File: src/rtl/core/imgscl_pkg.sv
// Shared types and constants for the image scaler.
package imgscl_pkg;

  // Field widths
  localparam int DIM_W    = 9;   // size registers
  localparam int POS_W    = 8;   // coordinates on the stream
  localparam int CH_W     = 8;   // one color channel
  localparam int CHANNELS = 4;   // red, green, blue, alpha
  localparam int PIX_W    = CH_W * CHANNELS;

  // Fixed-point step and cursor (48 fraction bits)
  localparam int FRAC_SHIFT = 48;
  localparam int STEP_W     = DIM_W + FRAC_SHIFT;      // size << 48 fits here
  localparam int CUR_W      = STEP_W + 1;              // half step + pos * step
  localparam int IDX_W      = CUR_W - FRAC_SHIFT;      // integer part of a cursor
  localparam int T_W        = CUR_W - 32;              // cursor >> 32
  localparam int FR_W       = 16;                      // blend fraction
  localparam int WT_W       = 2 * FR_W + 1;            // product of two weights, up to 2^32
  localparam int ACC_W      = WT_W + CH_W - 1;         // channel * weight, sums to 255 << 32

  localparam logic [STEP_W-1:0] STEP_ONE =
    {{(STEP_W-FRAC_SHIFT-1){1'b0}}, 1'b1, {FRAC_SHIFT{1'b0}}};
  localparam logic [T_W-1:0]  HALF_TEXEL = T_W'(32'h8000);
  localparam logic [FR_W:0]   WEIGHT_ONE = {1'b1, {FR_W{1'b0}}};

  // Configuration register indexes
  localparam int CFG_IDX_W = 3;
  typedef logic [CFG_IDX_W-1:0] cfg_idx_t;
  localparam cfg_idx_t REG_SRC_WIDTH   = 3'd0;
  localparam cfg_idx_t REG_SRC_HEIGHT  = 3'd1;
  localparam cfg_idx_t REG_DST_WIDTH   = 3'd2;
  localparam cfg_idx_t REG_DST_HEIGHT  = 3'd3;
  localparam cfg_idx_t REG_FILTER_MODE = 3'd4;

  // Item kinds and filter modes
  localparam logic FUNC_LOAD       = 1'b0;
  localparam logic FUNC_SAMPLE     = 1'b1;
  localparam logic FILTER_NEAREST  = 1'b0;
  localparam logic FILTER_BILINEAR = 1'b1;

  typedef logic [PIX_W-1:0] pixel_t;

  // Request to a step divider: (num << 48) / den
  typedef struct packed {
    logic             start;
    logic [DIM_W-1:0] num;
    logic [DIM_W-1:0] den;
  } div_req_t;

endpackage

File: src/rtl/core/imgscl_step_div.sv
// Bit-serial divider that derives one fixed-point scale step.
module imgscl_step_div (
  input  logic                          clk,
  input  logic                          rst,
  input  imgscl_pkg::div_req_t          req,
  output logic                          busy,
  output logic [imgscl_pkg::STEP_W-1:0] quo
);

  localparam int CNT_W = $clog2(imgscl_pkg::STEP_W);

  logic [CNT_W-1:0]              cnt;
  logic [imgscl_pkg::DIM_W-1:0]  rem;
  logic [imgscl_pkg::DIM_W-1:0]  num_sh;
  logic [imgscl_pkg::DIM_W-1:0]  den;
  logic [imgscl_pkg::DIM_W:0]    rem_sh;
  logic [imgscl_pkg::DIM_W:0]    rem_sub;
  logic                          fits;

  // One restoring step: bring down the next dividend bit, subtract if it fits
  always_comb begin
    rem_sh  = {rem, num_sh[imgscl_pkg::DIM_W-1]};
    fits    = rem_sh >= {1'b0, den};
    rem_sub = rem_sh - {1'b0, den};
  end

  // Dividend is num followed by 48 zero bits: one quotient bit per cycle
  always_ff @(posedge clk) begin
    if (rst) begin
      busy <= 1'b0;
      cnt  <= '0;
      quo  <= imgscl_pkg::STEP_ONE;   // all sizes are 1 after reset
    end else if (req.start) begin
      busy   <= 1'b1;
      cnt    <= CNT_W'(imgscl_pkg::STEP_W - 1);
      rem    <= '0;
      num_sh <= req.num;
      den    <= req.den;
      quo    <= '0;
    end else if (busy) begin
      rem    <= fits ? rem_sub[imgscl_pkg::DIM_W-1:0] : rem_sh[imgscl_pkg::DIM_W-1:0];
      num_sh <= {num_sh[imgscl_pkg::DIM_W-2:0], 1'b0};
      quo    <= {quo[imgscl_pkg::STEP_W-2:0], fits};
      if (cnt == '0) begin
        busy <= 1'b0;
      end else begin
        cnt <= cnt - 1'b1;
      end
    end
  end

endmodule

File: config.mk
export PLATFORM = sky130hd
export DESIGN_NAME = imgscl_step_div
export DESIGN_NICKNAME = d
export VERILOG_FILES = /design/src/rtl/core/imgscl_pkg.sv /design/src/rtl/core/imgscl_step_div.sv
export SDC_FILE = /design/constraint.sdc
export NUM_CORES = 1
export LEC_CHECK = 0
export BUFFER_PORTS_ARGS = -buffer_cell sky130_fd_sc_hd__buf_2
export CORE_MARGIN = 1.5
export CORE_UTILIZATION = 54
export CTS_CLUSTER_SIZE = 10
export DETAILED_ROUTE_END_ITERATION = 16
export GPL_TIMING_DRIVEN = 0
export PLACE_DENSITY_LB_ADDON = 0.3
export SLEW_MARGIN = 0
export SYNTH_ARGS = -nofsm -noshare
export SYNTH_HDL_FRONTEND = slang
export SYNTH_SLANG_ARGS = --single-unit
File: constraint.sdc
create_clock -name clk -period 3.1 [get_ports clk]
set_input_delay 0.62 -clock clk [delete_from_list [all_inputs] [get_ports clk]]
set_output_delay 0.62 -clock clk [all_outputs]
set_load 0.05 [all_outputs]
After elaboration in Yosys (flattened, before gate mapping)
Cells that the tools add are included.

cells by class
  add/subtract/negate cells = 2
  order comparisons = 1
  equality and inequality tests = 1
  multiplexer cells = 12
  bitwise logic cells = 2
  reductions and logical operators = 7

operators with widths
  kind                                                                count
  49-bit two-way mux                                                  2
  9-bit two-way mux                                                   4
  6-bit two-way mux                                                   3
  10-bit by 9-bit greater-or-equal comparator with 1-bit output       1
  9-bit subtractor                                                    1
  2-bit AND reduction                                                 4
  6-bit logical NOT                                                   1
  6-bit by 1-bit subtractor with 6-bit output, second input constant  1
  1-bit two-way mux                                                   3
  2-bit inequality test, second input constant                        1
  1-bit inverter                                                      2
  2-bit nonzero test                                                  1
  2-bit OR reduction                                                  1

storage, ports and cells
  flip-flop bits (word level) = 91
  input bits = 21
  output and inout port bits = 58
  logic and storage cells = 33

Depth between registers and ports, before layout
Gate-level depths: netlist (run 1).

  depth after elaboration = 4
  gate-level depth with buffers = 10
  mapped depth without buffers = 9

Worst setup path after synthesis (run 1)
OpenSTA, ideal clock, no wires.

  path type = register to register
  start = register num_sh[8] (netlist name)
  end = register rem[1] (netlist name) (data pin)
  setup time = 266 ps
  arrival time = 2283 ps
  data required time = 2834 ps
  slack = 551 ps
  cell stages (with the launch flop) = 11
  path buffers = 1
  clock period less this slack = 2549 ps
  cells stage by stage = edfxtp_1 > inv_1 > ha_1 > inv_1 > fa_1 > a211oi_4 > o211ai_2 > a2111oi_4 > buf_6 > mux2i_1 > nor2_1

between the ends
  word-level cells in the longest chain between the ends = 3
  elaborated cells between the ends (all ways) = 4

ends and longest elaborated chain
  element                                                                                                   line                                          RTL
  start, declared                                                                                           imgscl_step_div.sv:14                         logic [imgscl_pkg::DIM_W-1:0] num_sh;
  start signal, assigned                                                                                    imgscl_step_div.sv:37                         num_sh <= req.num;
  start signal, assigned                                                                                    imgscl_step_div.sv:42                         num_sh <= {num_sh[imgscl_pkg::DIM_W-2:0], 1'b0};
  9-bit subtractor / 10-bit by 9-bit greater-or-equal comparator with 1-bit output (equally long branches)  imgscl_step_div.sv:24, imgscl_step_div.sv:23
  9-bit two-way mux *                                                                                       imgscl_step_div.sv:41                         rem <= fits ? rem_sub[imgscl_pkg::DIM_W-1:0] : rem_sh[imgscl_pkg::DIM_W-1:0];
  9-bit two-way mux *                                                                                       imgscl_step_div.sv:40                         end else if (busy) begin
  end signal, assigned                                                                                      imgscl_step_div.sv:41
  end, declared                                                                                             imgscl_step_div.sv:13                         logic [imgscl_pkg::DIM_W-1:0] rem;

Mark *: on every way between the ends. The rest lies on a longest branch, timed or not. The select of a mux whose other input is x is not followed.
A chain may end at the register's enable or synchronous reset.

Worst setup path after layout (run 1)
  start = register num_sh[8] (netlist name)
  end = register rem[6] (netlist name) (data pin)

Same word-level chain as after synthesis.

==> results_dict.tcl, run 1 <==
set metrics [dict create \
    core_area_um2 6832 \
    synth_fp_nets 379 \
    setup_tns_ns 0 \
    peakVddDrop_uv 327.3 \
    finalMaxSlewViolations 0 \
    grt_pass1_vias 2657 \
    finalCoreUtilization_pct 66.94 \
    path_clk_slew_ns 0.09 \
    power_leakage_nw 1.971 \
    fin_crit_ns 2.926 \
    clock_latency_ns 0.35 \
    synth.cell_area_um2 3840 \
    port_buffers 78 \
    synth_area_leaders "dfxtp_1 (33%), edfxtp_1 (21%), mux2i_1 (16%)" \
    io_pins 79 \
    diodes 0 \
    ys_warn_count 0 \
    cap_violations 0 \
    fin_nets 468 \
    cts_setup_buffers 0 \
    startpoint_type "flip-flop" \
    fin_crit_sh_pct 94.40 \
    postSynthCellCount 346 \
    worst_clock_skew_ns 0.006627 \
    cts_resized 0 \
    grt_pass1_wl_um 11980 \
    syn_avg_cell_area_um2 11.10 \
    synth.distinct_cells 42 \
    cts.sinks 91 \
    die_area_um2 7626 \
    fmax_mhz 341.7 \
    slew-limit-headroom_pct 34.56 \
    async_reset_ff_share_pct 0 \
    grt_max_degree 19 \
    status "finished, final reports clean" \
    tritoncts "built" \
    rsz0062_at_grt "no" \
    finalHoldViolations 0 \
    routed-via-count 2681 \
    synth-edff-count 27 \
    cp.required_ns 3.19 \
    place_congestion 0.8374 \
    clk_path_buf_depth 2 \
    drtIter0Drc 101 \
    vias_per_cell 5.002 \
    dpl_cell_area_um2 4354 \
    root_buffer "clkbuf_8" \
    ys_seq_elements 91 \
    critPathCaptureType "flip-flop" \
    ctsHoldBuffers 0 \
    antenna_found_initial 0 \
    syn2layout_area_growth_pct 19.09 \
    synth_top_cell_area_share_pct 33.37 \
    yosysSeqAreaShare_pct 54.48 \
    ys_top_cells_by_count "nor2_1 (76), dfxtp_1 (64), mux2i_1 (61), edfxtp_1 (27), inv_1 (15)" \
    drtAntennaViolNets 0 \
    setup-violations-final 0 \
    drt-total-wl_um 7151 \
    yosysTopAreaCell "dfxtp_1" \
    tightest_slew_ns 0.9816 \
    track_usage_pct 20.14 \
    setup.worst_path.class "flip-flop to flip-flop" \
    numCtsBuffers 9 \
    overflow 0 \
    drt-wirelength-per-cell_um 13.34 \
    final_area_um2 4573 \
    synthFlopType "dfxtp_1" \
    drc 0 \
    cts_max_level 3 \
    place_hpwl_um 5257 \
    num_rows 30 \
    critPathMaxFanout 10 \
    arrival_ns 3.02 \
    die_w_um 87.33 \
    layout-drive-gt1-share_pct 25.45 \
    min_path_type "primary input to flip-flop" \
    start_util_pct 56.21 \
    die_h_um 87.33 \
    first_pass_iters 4 \
    power.density_nw_per_um2 546.8 \
    synth.most_common_cell "nor2_1" \
]
==> cell families after synthesis <==
family	synth area share, %
AO/OA/AOI/OAI	7.071
XOR/XNOR	2.053
adder cells (fa/ha/maj)	4.106
buffers and inverters	3.389
flip-flops	54.48
multiplexers	18.25
AND/OR/NAND/NOR	10.66
==> final timing paths <==
check	from	end	slack [ns]	cells past startpoint
worst max-delay path	num_sh[8]	rem[6]	0.17	10
worst min-delay path	req[1]	den[1]	0.44	1
worst max register to register	num_sh[8]	rem[6]	0.17	10
worst min register to register	quo[56]	quo[56]	0.50	2
==> registers in the layout, summed over array words and instances, names as in the netlist <==
signal and cells:
busy 1, cnt 6, den 9, num_sh 9, quo 57, rem 9
==> final cells by class <==
class                   count  area (um^2)
clock inverters             5        56.30
well taps                  96        120.1
flip-flops and latches     91         2092
fillers                   571         2258
plain buffers              17        73.82
clock buffers              11        162.7
inverters                  15        56.30
repair buffers             78        390.4
multi-input cells         223         1622
==> routing by layer <==
metal	wire, um	vias to the layer above	global-route usage (%)
met2	3454	48	33.57
li1	-	1367	-
met4	89	0	7.648
met5	0	-	0
met3	326	9	5.403
met1	3280	1257	24.92
==> stage by stage <==
stage | setup WS [ns] | hold WS [ns] | std cells | power (mW)
final | 0.1736 | 0.4415 | 536 | 2.501
after global routing | 0.05710 | 0.4214 | 536 | 2.618
after CTS | 0.1861 | 0.4267 | 536 | 2.524
after detailed placement | 0.1517 | 0.4912 | 520 | 1.677
after global placement | 0.04649 | 0.4737 | 520 | 1.666
after floorplan | 0.5505 | 0.4903 | 346 | 1.598
==> placed cells by master, fill, tap and decap left out, drive strengths merged, types with 2 or more instances in the layout <==
cell type  instances
o21ai              3
nor2              76
nand2              7
clkbuf            23
a211o              2
a211oi             5
nand3              5
inv               17
edfxtp            27
ha                11
mux2i             61
nor2b              5
o21a               3
a21oi              9
xor2               8
mux2               8
dfxtp             64
o211ai             2
clkinv             2
buf               83
==> worst max-delay path: stages (launching register included) <==
cell	delay, ns
edfxtp_1	0.39
inv_1	0.10
ha_1	0.17
inv_1	0.05
fa_1	0.44
a211oi_4	0.32
o211ai_2	0.16
a2111oi_4	0.53
buf_6	0.23
mux2i_1	0.23
nor2_1	0.06
==> where the power goes <==
group          total [mW]  internal, mW  leakage (nW)  switching [mW]
Sequential           1.29          1.27         0.776          0.0206
Combinational       0.357         0.153          1.08           0.204
Clock               0.852         0.445         0.115           0.407
(Power assumes the default switching activity.)
==> run 2: changes to the inputs <==
--- a/config.mk
+++ b/config.mk
@@ -11,6 +11,7 @@
 export CTS_CLUSTER_SIZE = 10
 export DETAILED_ROUTE_END_ITERATION = 16
 export GPL_TIMING_DRIVEN = 0
+export MAX_ROUTING_LAYER = met4
 export PLACE_DENSITY_LB_ADDON = 0.3
 export SLEW_MARGIN = 0
 export SYNTH_ARGS = -nofsm -noshare
==> run 2 against run 1 <==
- combinational power hardly changed
- sequential power is essentially flat
- cell count unchanged
- count of clock-buffer cells in the layout unchanged
- first-iteration DRC count rose by 14%
- critical path type unchanged
- highest routed layer unchanged
- critical endpoint unchanged
==> results_dict.tcl, run 2 (same netlist as run 1, synthesis figures left out) <==
set metrics [dict create \
    drc 0 \
    hold_path_end "den[5]" \
    power.density_nw_per_um2 546.8 \
    finalHoldViolations 0 \
    path_clk_slew_ns 0.08 \
    cts.sinks 91 \
    min_path_type "primary input to flip-flop" \
    tightest_slew_ns 0.9790 \
    fmax_mhz 340.3 \
    clk_path_buf_depth 2 \
    start_util_pct 56.21 \
    path_cells "inv_1 > ha_1 > inv_1 > fa_1 > a211oi_4 > o211ai_2 > a2111oi_4 > buf_6 > mux2i_1 > nor2_1" \
    die_h_um 87.33 \
    overflow 0 \
    dp.cells 520 \
    drt-total-wl_um 7180 \
    tritoncts "built" \
    vias_per_cell 5.002 \
    die_area_um2 7626 \
    power_leakage_nw 1.971 \
    setup_tns_ns 0 \
    status "finished, final reports clean" \
    reg2reg_from "num_sh[8]" \
    largest_reg_flops 57 \
    antenna_found_initial 0 \
    critPathMaxFanout 10 \
    top_register "quo" \
    cp.required_ns 3.19 \
    critPathCaptureType "flip-flop" \
    syn2layout_area_growth_pct 19.09 \
    drtAntennaViolNets 0 \
    num_rows 30 \
    drtIter0Drc 115 \
    mostFrequentLayoutCell "buf_2" \
    first_pass_iters 4 \
    ctsHoldBuffers 0 \
    place_congestion 0.8504 \
    path_buf_inv 3 \
    drt-wirelength-per-cell_um 13.40 \
    fin_crit_ns 2.939 \
    fin_cells 536 \
    hp-start "req[5]" \
    cts_max_level 3 \
    place_hpwl_um 5257 \
    track_usage_pct 20.84 \
    setup.worst_path.class "flip-flop to flip-flop" \
    setup-violations-final 0 \
    io_pins 79 \
    slew-limit-headroom_pct 34.73 \
    root_buffer "clkbuf_8" \
    die_w_um 87.33 \
    regToRegEndpoint "rem[6]" \
    grt_pass1_wl_um 11990 \
    r2r_slack_ns 0.16 \
    cts_setup_buffers 0 \
    core_area_um2 6832 \
    cts_resized 0 \
    startpoint_type "flip-flop" \
    worst_clock_skew_ns 0.006567 \
    numCtsBuffers 9 \
    fin_crit_sh_pct 94.79 \
    crit_slowest_cell "a2111oi_4" \
    peakVddDrop_uv 328.3 \
    critical_path.top_delay_family "compound AO/OA/AOI/OAI gates" \
    clock_latency_ns 0.35 \
    reg2reg_depth 10 \
    layout-drive-gt1-share_pct 25.45 \
    slowest_delay_ns 0.53 \
    grt_max_degree 19 \
    routed-via-count 2681 \
    finalMaxSlewViolations 0 \
    worstHoldPathCells 1 \
    final_cell_mix "buf_2 (80), nor2_1 (76), dfxtp_1 (64), mux2i_1 (61), edfxtp_1 (27)" \
    diodes 0 \
    cap_violations 0 \
    arrival_ns 3.03 \
    grt_pass1_vias 2658 \
    rsz0062_at_grt "no" \
    fin_nets 468 \
    critPathMostFrequentCell "inv_1" \
    port_buffers 78 \
]
[run 2: cell counts in the layout (fill, tap and decap cells not counted)]
Identical to the previous run, type by type.
[run 2: layout make-up]
class                      count  area (um^2)
fill                         571         2258
tap                           96        120.1
timing repair buffer          78        390.4
inverter                      15        56.30
clock buffer                  11        162.7
multi-input combinational    223         1622
sequential                    91         2092
buffer                        17        73.82
clock inverter                 5        56.30
[run 2: how the worst max path moves through the flow]
stage | startpoint | endpoint | slack, ns | cells past startpoint
global placement | req[18] | num_sh[0] | 0.05 | 4
detailed placement | num_sh[8] | rem[2] | 0.15 | 10
floorplan | num_sh[8] | rem[1] | 0.55 | 10
CTS | num_sh[8] | rem[6] | 0.19 | 10
global route | num_sh[8] | rem[6] | 0.05 | 10
finish | num_sh[8] | rem[6] | 0.16 | 10
[run 2: stage by stage]
stage / setup slack (ns) / total power [mW] / hold WS [ns] / area, um^2 / util, %
after floorplan: 0.5505 / 1.598 / 0.4903 / 3840 / -
after global placement: 0.04649 / 1.666 / 0.4737 / 4350 / 63.68
after detailed placement: 0.1517 / 1.677 / 0.4912 / 4354 / 63.74
after CTS: 0.1861 / 2.524 / 0.4267 / 4573 / 66.94
after global routing: 0.05227 / 2.624 / 0.4126 / 4573 / 66.94
final: 0.1614 / 2.501 / 0.4419 / 4573 / 66.94
[run 2: report_power, final]
part / switching (mW) / total [mW] / leakage [nW] / internal, mW
Combinational: 0.205 / 0.358 / 1.08 / 0.153
Clock: 0.406 / 0.851 / 0.115 / 0.445
Sequential: 0.0207 / 1.29 / 0.776 / 1.27
[run 2: metal layers]
metal	vias to the layer above	routed length [um]	track usage, %
li1	1367	-	-
met4	0	88	6.782
met5	-	0	-
met3	9	276	5.592
met1	1257	3342	25.65
met2	48	3473	33.36
==> run 3: changes to the inputs <==
--- a/config.mk
+++ b/config.mk
@@ -7,7 +7,7 @@
 export LEC_CHECK = 0
 export BUFFER_PORTS_ARGS = -buffer_cell sky130_fd_sc_hd__buf_2
 export CORE_MARGIN = 1.5
-export CORE_UTILIZATION = 54
+export CORE_UTILIZATION = 46
 export CTS_CLUSTER_SIZE = 10
 export DETAILED_ROUTE_END_ITERATION = 16
 export GPL_TIMING_DRIVEN = 0
==> run 3 against run 2 <==
- sequential share of layout area fell by 0.22 points
- sequential power barely moved
- critical endpoint is now rem[2]
- largest power group unchanged
- setup slack improved by 0.077 ns
- critical path type unchanged
==> results_dict.tcl, run 3 (same netlist as run 1, synthesis figures left out) <==
set metrics [dict create \
    first_pass_iters 4 \
    antenna_found_initial 0 \
    place_congestion 0.8112 \
    drt-wirelength-per-cell_um 13.35 \
    track_usage_pct 18.07 \
    critical_path.top_delay_family "compound AO/OA/AOI/OAI gates" \
    die_w_um 94.37 \
    fmax_mhz 349.4 \
    power_mw 2.440 \
    peakVddDrop_uv 254.1 \
    cts_resized 0 \
    die_h_um 94.37 \
    critPathCaptureType "flip-flop" \
    setup.worst_path.class "flip-flop to flip-flop" \
    layout-drive-gt1-share_pct 25.90 \
    io_pins 79 \
    path_clk_slew_ns 0.09 \
    power_leakage_nw 1.974 \
    final_cell_mix "buf_2 (80), nor2_1 (76), dfxtp_1 (64), mux2i_1 (61), edfxtp_1 (27)" \
    grt_max_degree 19 \
    dpl_cell_area_um2 4380 \
    routed-via-count 2734 \
    finalMaxSlewViolations 0 \
    pre_cts_slack_ns 0.1611 \
    dp.cells 530 \
    crit_slowest_cell "fa_1" \
    syn2layout_area_growth_pct 19.68 \
    cp.required_ns 3.19 \
    cts_max_level 3 \
    min_path_type "primary input to flip-flop" \
    worst_clock_skew_ns 0.008938 \
    largest_reg_flops 57 \
    fin_nets 472 \
    root_buffer "clkbuf_8" \
    fin_crit_ns 2.862 \
    num_rows 33 \
    cap_violations 0 \
    drc 0 \
    critPathMaxFanout 10 \
    slowest_delay_ns 0.44 \
    cts.sinks 91 \
    overflow 0 \
    clk_path_buf_depth 2 \
    final_area_um2 4596 \
    tightest_slew_ns 0.8671 \
    rsz0062_at_grt "no" \
    setup_tns_ns 0 \
    arrival_ns 2.95 \
    slew-limit-headroom_pct 41.98 \
    holdWs_ns 0.4453 \
    drt-total-wl_um 7330 \
    port_buffers 78 \
    drtIter0Drc 88 \
    start_util_pct 47.21 \
    critPathMostFrequentCell "inv_1" \
    path_buf_inv 4 \
    place_hpwl_um 5389 \
    die_area_um2 8905 \
    diodes 0 \
    finalHoldViolations 0 \
    clock_latency_ns 0.35 \
    setup-violations-final 0 \
    finalCoreUtilization_pct 56.50 \
    top_register "quo" \
    tritoncts "built" \
    status "finished, final reports clean" \
    vias_per_cell 4.980 \
    drtAntennaViolNets 0 \
    fin_cells 549 \
    power.density_nw_per_um2 530.9 \
    core_area_um2 8134 \
    fin_ws_ns 0.2383 \
    numCtsBuffers 9 \
    mostFrequentLayoutCell "buf_2" \
    startpoint_type "flip-flop" \
    path_cells "inv_1 > ha_1 > inv_1 > fa_1 > a211oi_4 > o211ai_2 > a2111oi_4 > buf_4 > buf_6 > mux2i_1 > nor2_1" \
    grt_pass1_vias 2679 \
    fin_crit_sh_pct 92.31 \
    grt_pass1_wl_um 12180 \
]
[run 3: cell count changes in the layout (fill, tap and decap cells not counted)]
cell,previous run,this run
clkbuf_8,10,9
clkbuf_16,1,0
buf_4,0,3
clkbuf_1,12,13
inv_4,2,0
buf_8,0,1
clkinv_2,1,2
clkinvlp_4,0,1
inv_6,0,1
[run 3: worst register-to-register path, stage by stage, from the launching register on]
cell       delay (ns)
edfxtp_1         0.37
inv_1            0.09
ha_1             0.18
inv_1            0.06
fa_1             0.44
a211oi_4         0.34
o211ai_2         0.17
a2111oi_4        0.35
buf_4            0.19
buf_6            0.16
mux2i_1          0.23
nor2_1           0.06
[run 3: metal layers]
metal | share of wire, % | up-vias | track usage (%)
met1 | 45 | 1294 | 21.46
met4 | 1.7 | 0 | 7.711
met5 | 0 | - | -
li1 | - | 1378 | -
met2 | 49 | 51 | 29.50
met3 | 4.2 | 11 | 4.106
[run 3: report_power, final]
group / switching [mW] / total (mW) / internal, mW
Sequential: 0.0196 / 1.29 / 1.27
Combinational: 0.209 / 0.373 / 0.164
Clock: 0.402 / 0.777 / 0.375
[run 3: final timing paths]
kind | from | end | slack (ns) | depth (start not counted)
worst max-delay path | num_sh[8] | rem[2] | 0.24 | 11
worst max register to register | num_sh[8] | rem[2] | 0.24 | 11
worst min-delay path | req[3] | den[3] | 0.45 | 1
worst min register to register | quo[56] | quo[56] | 0.49 | 2
[run 3: repair_timing]
item                       in CTS  in global routing
hold buffers                    0                  0
setup endpoints to repair       0                  1
buffers inserted                0                  3
[run 3: area by class of cell]
| class | count | area (um^2) |
|---|---|---|
| repair buffers | 82 | 427.9 |
| plain buffers | 17 | 73.82 |
| inverters | 15 | 56.30 |
| clock inverters | 6 | 65.06 |
| flip-flops and latches | 91 | 2092 |
| well taps | 105 | 131.4 |
| multi-input cells | 223 | 1622 |
| fillers | 735 | 3538 |
| clock buffers | 10 | 127.6 |
